### src/rtl/core/tbsc_pkg.sv
// Shared types and constants for the three-register byte stream cipher.
// Used by the front queue, the back end and the top level.
package tbsc_pkg;

  localparam int unsigned FirstLen    = 7;
  localparam int unsigned SecondLen   = 9;
  localparam int unsigned ThirdLen    = 11;
  localparam int unsigned QueueDepth  = 2;
  localparam int unsigned CfgIdxW     = 3;
  localparam int unsigned CfgDataW    = 64;
  localparam logic [7:0]  TapConst    = 8'h01;

  typedef enum logic [CfgIdxW-1:0] {
    CFG_KEY_FIRST       = 3'd0,
    CFG_KEY_SECOND_LOW  = 3'd1,
    CFG_KEY_SECOND_HIGH = 3'd2,
    CFG_KEY_THIRD_LOW   = 3'd3,
    CFG_KEY_THIRD_HIGH  = 3'd4
  } cfg_idx_e;

  typedef struct packed {
    logic [7:0] data;
    logic       restart;
  } item_t;

  typedef struct packed {
    logic [FirstLen-1:0][7:0]  first;
    logic [SecondLen-1:0][7:0] second;
    logic [ThirdLen-1:0][7:0]  third;
  } keys_t;

endpackage

### src/rtl/core/tbsc_front.sv
// Front queue: accepts input words and holds them until the back end pops them.
// Depends on tbsc_pkg for the queued word type.
module tbsc_front import tbsc_pkg::*; #(
  parameter int unsigned Depth = QueueDepth
) (
  input  logic  clk_i,
  input  logic  rst_ni,
  input  logic  in_valid_i,
  output logic  in_stall_o,
  input  item_t item_i,
  output logic  item_valid_o,
  input  logic  item_pop_i,
  output item_t item_o
);

  localparam int unsigned PtrW = (Depth > 1) ? $clog2(Depth) : 1;
  localparam int unsigned CntW = $clog2(Depth + 1);

  item_t            mem_q [Depth];
  logic [PtrW-1:0]  wr_ptr_q, rd_ptr_q;
  logic [CntW-1:0]  cnt_q;
  logic             push, pop, full;

  assign full         = (cnt_q == CntW'(Depth));
  assign in_stall_o   = full;
  assign push         = in_valid_i && !full;
  assign item_valid_o = (cnt_q != '0);
  assign pop          = item_valid_o && item_pop_i;
  assign item_o       = mem_q[rd_ptr_q];

  always_ff @(posedge clk_i) begin
    if (push) begin
      mem_q[wr_ptr_q] <= item_i;
    end
  end

  always_ff @(posedge clk_i or negedge rst_ni) begin
    if (!rst_ni) begin
      wr_ptr_q <= '0;
      rd_ptr_q <= '0;
      cnt_q    <= '0;
    end else begin
      if (push) begin
        wr_ptr_q <= (wr_ptr_q == PtrW'(Depth - 1)) ? '0 : wr_ptr_q + 1'b1;
      end
      if (pop) begin
        rd_ptr_q <= (rd_ptr_q == PtrW'(Depth - 1)) ? '0 : rd_ptr_q + 1'b1;
      end
      if (push && !pop) begin
        cnt_q <= cnt_q + 1'b1;
      end else if (pop && !push) begin
        cnt_q <= cnt_q - 1'b1;
      end
    end
  end

endmodule

### src/rtl/core/tbsc_back.sv
// Back end: steps the three shift registers and forms the keystream in two stages.
// Depends on tbsc_pkg for the word and key types.
module tbsc_back import tbsc_pkg::*; (
  input  logic       clk_i,
  input  logic       rst_ni,
  input  logic       item_valid_i,
  input  item_t      item_i,
  output logic       item_pop_o,
  input  keys_t      keys_i,
  output logic       out_valid_o,
  input  logic       out_stall_i,
  output logic [7:0] data_out_o
);

  logic [FirstLen-1:0][7:0]  first_q, first_src, first_d;
  logic [SecondLen-1:0][7:0] second_q, second_src, second_d;
  logic [ThirdLen-1:0][7:0]  third_q, third_src, third_d;

  logic        s1_valid_q, out_valid_q;
  logic [7:0]  s1_a_q, s1_p_q, s1_data_q, out_data_q;
  logic        s1_load, s2_load, pop;
  logic [15:0] p_prod, t_prod;
  logic [7:0]  t_byte;

  assign s2_load    = !out_valid_q || !out_stall_i;
  assign s1_load    = !s1_valid_q || s2_load;
  assign pop        = s1_load && item_valid_i;
  assign item_pop_o = s1_load;

  // Reload from the keys before the step when the word asks for it.
  always_comb begin
    first_src  = item_i.restart ? keys_i.first  : first_q;
    second_src = item_i.restart ? keys_i.second : second_q;
    third_src  = item_i.restart ? keys_i.third  : third_q;

    for (int i = 0; i < FirstLen - 1; i++) first_d[i] = first_src[i+1];
    first_d[FirstLen-1] = first_src[0] ^ first_src[2] ^ first_src[4] ^ TapConst;
    for (int i = 0; i < SecondLen - 1; i++) second_d[i] = second_src[i+1];
    second_d[SecondLen-1] = second_src[2] ^ second_src[4] ^ second_src[6] ^ TapConst;
    for (int i = 0; i < ThirdLen - 1; i++) third_d[i] = third_src[i+1];
    third_d[ThirdLen-1] = third_src[4] ^ third_src[6] ^ third_src[8] ^ TapConst;
  end

  // a*b*c + a*b + a*c + 1 = a*((b+1)*(c+1) - 1) + 1, mod 256
  assign p_prod = {8'd0, second_src[0] + 8'd1} * {8'd0, third_src[0] + 8'd1};
  assign t_prod = {8'd0, s1_a_q} * {8'd0, s1_p_q - 8'd1};
  assign t_byte = t_prod[7:0] + 8'd1;

  always_ff @(posedge clk_i or negedge rst_ni) begin
    if (!rst_ni) begin
      first_q     <= '0;
      second_q    <= '0;
      third_q     <= '0;
      s1_valid_q  <= 1'b0;
      out_valid_q <= 1'b0;
    end else begin
      if (pop) begin
        first_q  <= first_d;
        second_q <= second_d;
        third_q  <= third_d;
      end
      if (s1_load) begin
        s1_valid_q <= item_valid_i;
      end
      if (s2_load) begin
        out_valid_q <= s1_valid_q;
      end
    end
  end

  always_ff @(posedge clk_i) begin
    if (pop) begin
      s1_a_q    <= first_src[0];
      s1_p_q    <= p_prod[7:0];
      s1_data_q <= item_i.data;
    end
    if (s2_load && s1_valid_q) begin
      out_data_q <= s1_data_q ^ t_byte;
    end
  end

  assign out_valid_o = out_valid_q;
  assign data_out_o  = out_data_q;

endmodule

### src/rtl/core/three_register_byte_stream_cipher.sv
// Three-register byte stream cipher, top level: key registers, front queue, back end.
// Depends on tbsc_pkg, tbsc_front and tbsc_back.
//
// Usage:
//   Input channel in_valid_i/in_stall_o carries one word: data_in_i and restart_i.
//   A word is taken at a clock edge with in_valid_i high and in_stall_o low.
//   Output channel out_valid_o/out_stall_i carries data_out_o, one per input word,
//   in order. data_out_o is data_in_i XOR the keystream byte, so the same
//   stream both encrypts and decrypts.
//   The key registers are written through cfg_we_i/cfg_idx_i/cfg_data_i only
//   while idle, a rule the user must keep: the block does not enforce it. A new
//   key takes effect at the next word with restart_i set. A word passes the
//   queue, the s1 register and the output register in turn. Throughput: one word
//   per cycle while the output is not stalled. The queue holds Depth words, so
//   input keeps flowing while the receiver stalls until the queue and both stages
//   fill. Reset clears the keys and the shift registers to zero and empties the
//   queue; the registers are not loaded from the keys until a restart.
module three_register_byte_stream_cipher import tbsc_pkg::*; #(
  parameter int unsigned Depth = QueueDepth
) (
  input  logic                clk_i,
  input  logic                rst_ni,
  input  logic                in_valid_i,
  output logic                in_stall_o,
  input  logic [7:0]          data_in_i,
  input  logic                restart_i,
  output logic                out_valid_o,
  input  logic                out_stall_i,
  output logic [7:0]          data_out_o,
  input  logic                cfg_we_i,
  input  logic [CfgIdxW-1:0]  cfg_idx_i,
  input  logic [CfgDataW-1:0] cfg_data_i
);

  logic [55:0] key_first_q;
  logic [63:0] key_second_low_q;
  logic [7:0]  key_second_high_q;
  logic [63:0] key_third_low_q;
  logic [23:0] key_third_high_q;

  item_t in_item, q_item;
  logic  q_valid, q_pop;
  keys_t keys;

  always_ff @(posedge clk_i or negedge rst_ni) begin
    if (!rst_ni) begin
      key_first_q       <= '0;
      key_second_low_q  <= '0;
      key_second_high_q <= '0;
      key_third_low_q   <= '0;
      key_third_high_q  <= '0;
    end else if (cfg_we_i) begin
      // drop writes to unknown indexes
      case (cfg_idx_i)
        CFG_KEY_FIRST:       key_first_q       <= cfg_data_i[55:0];
        CFG_KEY_SECOND_LOW:  key_second_low_q  <= cfg_data_i;
        CFG_KEY_SECOND_HIGH: key_second_high_q <= cfg_data_i[7:0];
        CFG_KEY_THIRD_LOW:   key_third_low_q   <= cfg_data_i;
        CFG_KEY_THIRD_HIGH:  key_third_high_q  <= cfg_data_i[23:0];
        default: ;
      endcase
    end
  end

  assign keys.first  = key_first_q;
  assign keys.second = {key_second_high_q, key_second_low_q};
  assign keys.third  = {key_third_high_q, key_third_low_q};

  assign in_item.data    = data_in_i;
  assign in_item.restart = restart_i;

  tbsc_front #(
    .Depth(Depth)
  ) u_front (
    .clk_i       (clk_i),
    .rst_ni      (rst_ni),
    .in_valid_i  (in_valid_i),
    .in_stall_o  (in_stall_o),
    .item_i      (in_item),
    .item_valid_o(q_valid),
    .item_pop_i  (q_pop),
    .item_o      (q_item)
  );

  tbsc_back u_back (
    .clk_i       (clk_i),
    .rst_ni      (rst_ni),
    .item_valid_i(q_valid),
    .item_i      (q_item),
    .item_pop_o  (q_pop),
    .keys_i      (keys),
    .out_valid_o (out_valid_o),
    .out_stall_i (out_stall_i),
    .data_out_o  (data_out_o)
  );

endmodule
### config.mk
export PLATFORM = sky130hd
export DESIGN_NAME = three_register_byte_stream_cipher
export DESIGN_NICKNAME = d
export VERILOG_FILES = /design/src/rtl/core/tbsc_pkg.sv /design/src/rtl/core/tbsc_front.sv /design/src/rtl/core/tbsc_back.sv /design/src/rtl/core/three_register_byte_stream_cipher.sv
export SDC_FILE = /design/constraint.sdc
export NUM_CORES = 1
export LEC_CHECK = 0
export BUFFER_PORTS_ARGS = -buffer_cell sky130_fd_sc_hd__buf_2
export CORE_UTILIZATION = 50
export CTS_BUF_LIST = sky130_fd_sc_hd__clkbuf_4 sky130_fd_sc_hd__clkbuf_8
export DETAILED_ROUTE_END_ITERATION = 10
export GPL_ROUTABILITY_DRIVEN = 0
export PLACE_DENSITY = 0.67
export REMOVE_ABC_BUFFERS = 1
export SYNTH_ARGS = -nofsm -noshare
export SYNTH_HDL_FRONTEND = slang
export SYNTH_SLANG_ARGS = --single-unit
export TNS_END_PERCENT = 10
### constraint.sdc
create_clock -name clk_i -period 18.8 [get_ports clk_i]
set_clock_uncertainty 0.05 [all_clocks]
set_input_delay 2.82 -clock clk_i [delete_from_list [all_inputs] [get_ports clk_i]]
set_output_delay 2.82 -clock clk_i [all_outputs]
set_load 0.05 [all_outputs]
==> summary.md <==
| Metric | Value |
|---|---|
| P_int | 0.00336 W |
| Post-Synthesis Cell Area | 22900 sq um |
| Vias in the first global route | 15500 |
| Routed length per instance | 16.5 um |
| Total gr overflow | 0 |
| Buffers on Ports | 90 |
| Pin count of the biggest net entering global routing | 209 |
| WP data required | 19130 ps |
| Xor-xnor portion of the synthesized cell area | 0.0610 |
| Worst hold path type | flop to flop |
| Post-synth top area share | 0.478 |
| Critical path class | flop to flop |
| Final slew viol count | 0 |
| Layout cell share with drive strength beyond 1 | 0.218 |
| Hold buffers post-CTS | 0 |
| First drt pass iteration count | 8 |
| Switching fraction of total power | 0.388 |
| Area grow syn2layout | 12.0% |
| Leakage | 11.3 nW |
| Total CTS buffers | 83 |
| Max Cap Violations | 0 |
| Register bit total from synthesis | 488 |
| Mux contribution to synthesized area | 0.120 |
| Failing checks | design-rule violations |
| Clock root buffer | clkbuf_8 |
| FFs w/ async S/R, synth | 0.898 |
| Quantity of gates resized following cts | 0 |
| Startpoint types | flop |
| Area contributors post-synth | dfrtp_1 (48%), mux2_2 (11%), nand2_1 (7.8%), edfxtp_1 (6.6%), a31oi_1 (5.3%) |
| Vias per inst | 5.35 |
| Worst EP arrival | 7070 ps |
| CTS H-tree lvls | 3 |
| Avg Cell Area, Syn | 10.6 sq um |
| # DRC | 2 |
| Post-CTS Setup Bufs | 0 |
| RSZ-0062 raised after global routing | no |
| Power share of the clock group | 0.188 |
| # fillers | 3859 |
| Cell taking the most area after synthesis | dfrtp_1 |
| YS warnings | 0 |
| CP Capture Type | flop |
| Clock slew at reported path FFs | 60 ps |
| Synth Area in Adders | 0.0417 |
| Sequential share of the synthesized area | 0.544 |
| First-pass GRT wire length | 79900 um |
| Run status | finished with violations |
| Final hold vios | 0 |
| Simple-gate share of the synthesized area | 0.135 |
| Pre-CTS setup slack | 12110 ps |
| Detailed Place HPWL | 29000 um |
| Max Fclk | 0.148 GHz |
| Antenna violations before repair | 1 |
| Largest family of logic cells by synthesized area | simple AND/OR/NAND/NOR gates |
| Worst Tran Pin Value | 1310 ps |
| Initial Util | 0.506 |
| Clock Path Buffers | 3 |
| Via count | 15500 |
| Compound-Gate Fraction of Synth Area | 0.0696 |
| Die width | 216 um |
| VDD IR max | 0.210 mV |
| Die Y | 216 um |
| Slew margin rel. | 0.130 |
| Clock sink total | 488 |
| Seq pwr share | 0.341 |
| CTS tree | built |
| Total design power | 0.00549 W |
| Distinct cells, synth | 52 |
| Comb pwr share | 0.471 |
| Setup tns final | 0 ps |
| Mapped Cells | 2158 |
| Total Routing Usage GR | 0.211 |
| Final WL | 47700 um |
| Core area | 45300 sq um |
| PwrDens | 214 nW/um^2 |
| Nets | 2366 |
| FF+latch area | 12500 sq um |
| Worst Setup Slack, final | 12050 ps |
| Final setup viols | 0 |
| Crit-path max FO | 133 |
| P_sw | 0.00213 W |
| Fin crit period | 6750 ps |
| Hold slack | 432 ps |
| Multi-input gate area | 9840 sq um |
| Drt initial violations | 1081 |
| Routed Antenna Nets | 0 |
| Ports | 91 |
| Skew-Pair Late Insertion Delay | 650 ps |
| # rows | 78 |
| Final Cycle Share | 0.359 |
| Die area | 46700 sq um |
| EDFF count, synth | 50 |
| Top FF cell, synth | dfrtp_1 |
[cells by family (layout without fill, tap and decap cells)]
logic type | after synthesis | count (layout)
AND/OR/NAND/NOR | 780 | 780
flip-flops | 488 | 488
AO/OA/AOI/OAI | 259 | 259
multiplexers | 244 | 244
buffers and inverters | 171 | 303
XOR/XNOR | 154 | 154
adder cells (fa/ha/maj) | 62 | 62
other | 0 | 1
[flip-flops by register name, summed over array words and instances (netlist names)]
signal              cells
key_first_q            56
key_second_high_q       8
key_second_low_q       64
key_third_high_q       24
key_third_low_q        64
u_back.data_out_o       8
u_back.first_q         56
u_back.out_valid_o      1
u_back.s1_a_q           8
u_back.s1_data_q        8
u_back.s1_p_q           8
u_back.s1_valid_q       1
u_back.second_q        72
u_back.third_q         88
u_front.cnt_q           2
u_front.mem_q          18
u_front.rd_ptr_q        1
u_front.wr_ptr_q        1
[worst paths after layout]
| kind | start | to | slack [ps] | cells past startpoint |
|---|---|---|---|---|
| setup / recovery | u_front.rd_ptr_q | u_back.s1_p_q[7] | 12050 | 19 |
| hold / removal | u_back.third_q[86] | u_back.third_q[86] | 430 | 2 |
| setup reg to reg | u_front.rd_ptr_q | u_back.s1_p_q[7] | 12050 | 19 |
| hold reg to reg | u_back.third_q[86] | u_back.third_q[86] | 430 | 2 |
| max in group asynchronous | rst_ni | key_third_low_q[38] | 14920 | 2 |
| min in group asynchronous | rst_ni | u_back.second_q[29] | 2230 | 1 |
[placed cells by master (no fill, tap or decap), types with 2 or more instances in the layout]
| master | Yosys | final |
|---|---|---|
| clkbuf_4 | 0 | 35 |
| clkinv_2 | 0 | 5 |
| xnor3_1 | 3 | 3 |
| clkinvlp_4 | 0 | 4 |
| xnor2_1 | 100 | 100 |
| xor2_1 | 50 | 50 |
| ha_1 | 38 | 38 |
| a31oi_1 | 193 | 193 |
| nor2_1 | 236 | 235 |
| a21o_1 | 3 | 3 |
| buf_2 | 14 | 89 |
| and3_1 | 3 | 3 |
| edfxtp_1 | 50 | 50 |
| nor3_1 | 3 | 2 |
| mux2_2 | 232 | 231 |
| nor2b_1 | 19 | 19 |
| nand3_1 | 16 | 15 |
| nand2b_1 | 4 | 4 |
| inv_8 | 0 | 2 |
| and2_1 | 11 | 11 |
| a211o_1 | 2 | 2 |
| inv_1 | 47 | 47 |
| mux2i_1 | 10 | 10 |
| clkbuf_8 | 0 | 103 |
| fa_1 | 24 | 24 |
| buf_12 | 0 | 2 |
| nand4_1 | 4 | 4 |
| dfrtp_1 | 438 | 438 |
| and2b_1 | 2 | 2 |
| a21oi_1 | 28 | 28 |
| bufinv_16 | 0 | 3 |
| nand2_1 | 475 | 475 |
| buf_4 | 1 | 11 |
| o21ai_0 | 22 | 22 |
[worst max-delay path, stage by stage, from the launching register on]
cell and delay (ps):
dfrtp_1 690, mux2_8 810, nand2_1 190, nand2_2 230
ha_1 310, nand3_1 150, xor2_1 160, mux2i_1 270
nand2_1 160, fa_1 580, inv_1 50, ha_1 300
fa_1 510, fa_1 420, ha_1 330, a21oi_1 210
a21oi_1 100, a31oi_1 190, xnor3_1 350, xnor3_1 330
[per-layer routing]
layer,part of all wire,GRT usage,wire length (um)
met5,0,0,0
met4,0.018,0.0648,866
met3,0.038,0.0326,1800
met2,0.47,0.335,22500
met1,0.47,0.300,22600
[power groups by stage]
| stage | Combinational, W | Sequential [W] | Clock (W) |
|---|---|---|---|
| floorplan | 0.00218 | 0.00183 | 0 |
| global placement | 0.00252 | 0.00187 | 0 |
| detailed placement | 0.00260 | 0.00188 | 0 |
| CTS | 0.00263 | 0.00187 | 0.00106 |
| global route | 0.00294 | 0.00192 | 0.00110 |
| finish | 0.00259 | 0.00187 | 0.00103 |
[through the flow]
stage	cell area (sq um)	cells	util
2_1_floorplan	22400	2035	-
3_3_place_gp	23800	2738	0.526
3_5_place_dp	23800	2738	0.526
4_1_cts	25700	2890	0.567
5_1_grt	25700	2891	0.567
6_report	25700	2891	0.567
[cells in the mapped netlist, types with 2 or more instances]
cell,count
a21oi_1,28
nand4_1,4
nand2b_1,4
mux2_2,232
inv_1,47
nand2_1,475
xor2_1,50
nor2b_1,19
nor2_1,236
xnor3_1,3
buf_2,14
dfrtp_1,438
xnor2_1,100
and2_1,11
a31oi_1,193
edfxtp_1,50
and3_1,3
mux2i_1,10
and2b_1,2
buf_1,7
nand3_1,16
clkbuf_1,100
ha_1,38
o21ai_0,22
fa_1,24
a21o_1,3
a211o_1,2
nor3_1,3
[area by class of cell]
type                    instances  share of cell area
inverters                      48             0.00731
clock buffers                 138              0.0655
flip-flops and latches        488               0.485
well taps                     600              0.0292
diodes                          1           0.0000975
clock inverters                14             0.00643
repair buffers                103              0.0227
multi-input cells            1499               0.383
Power figures use the tool's default switching activity.
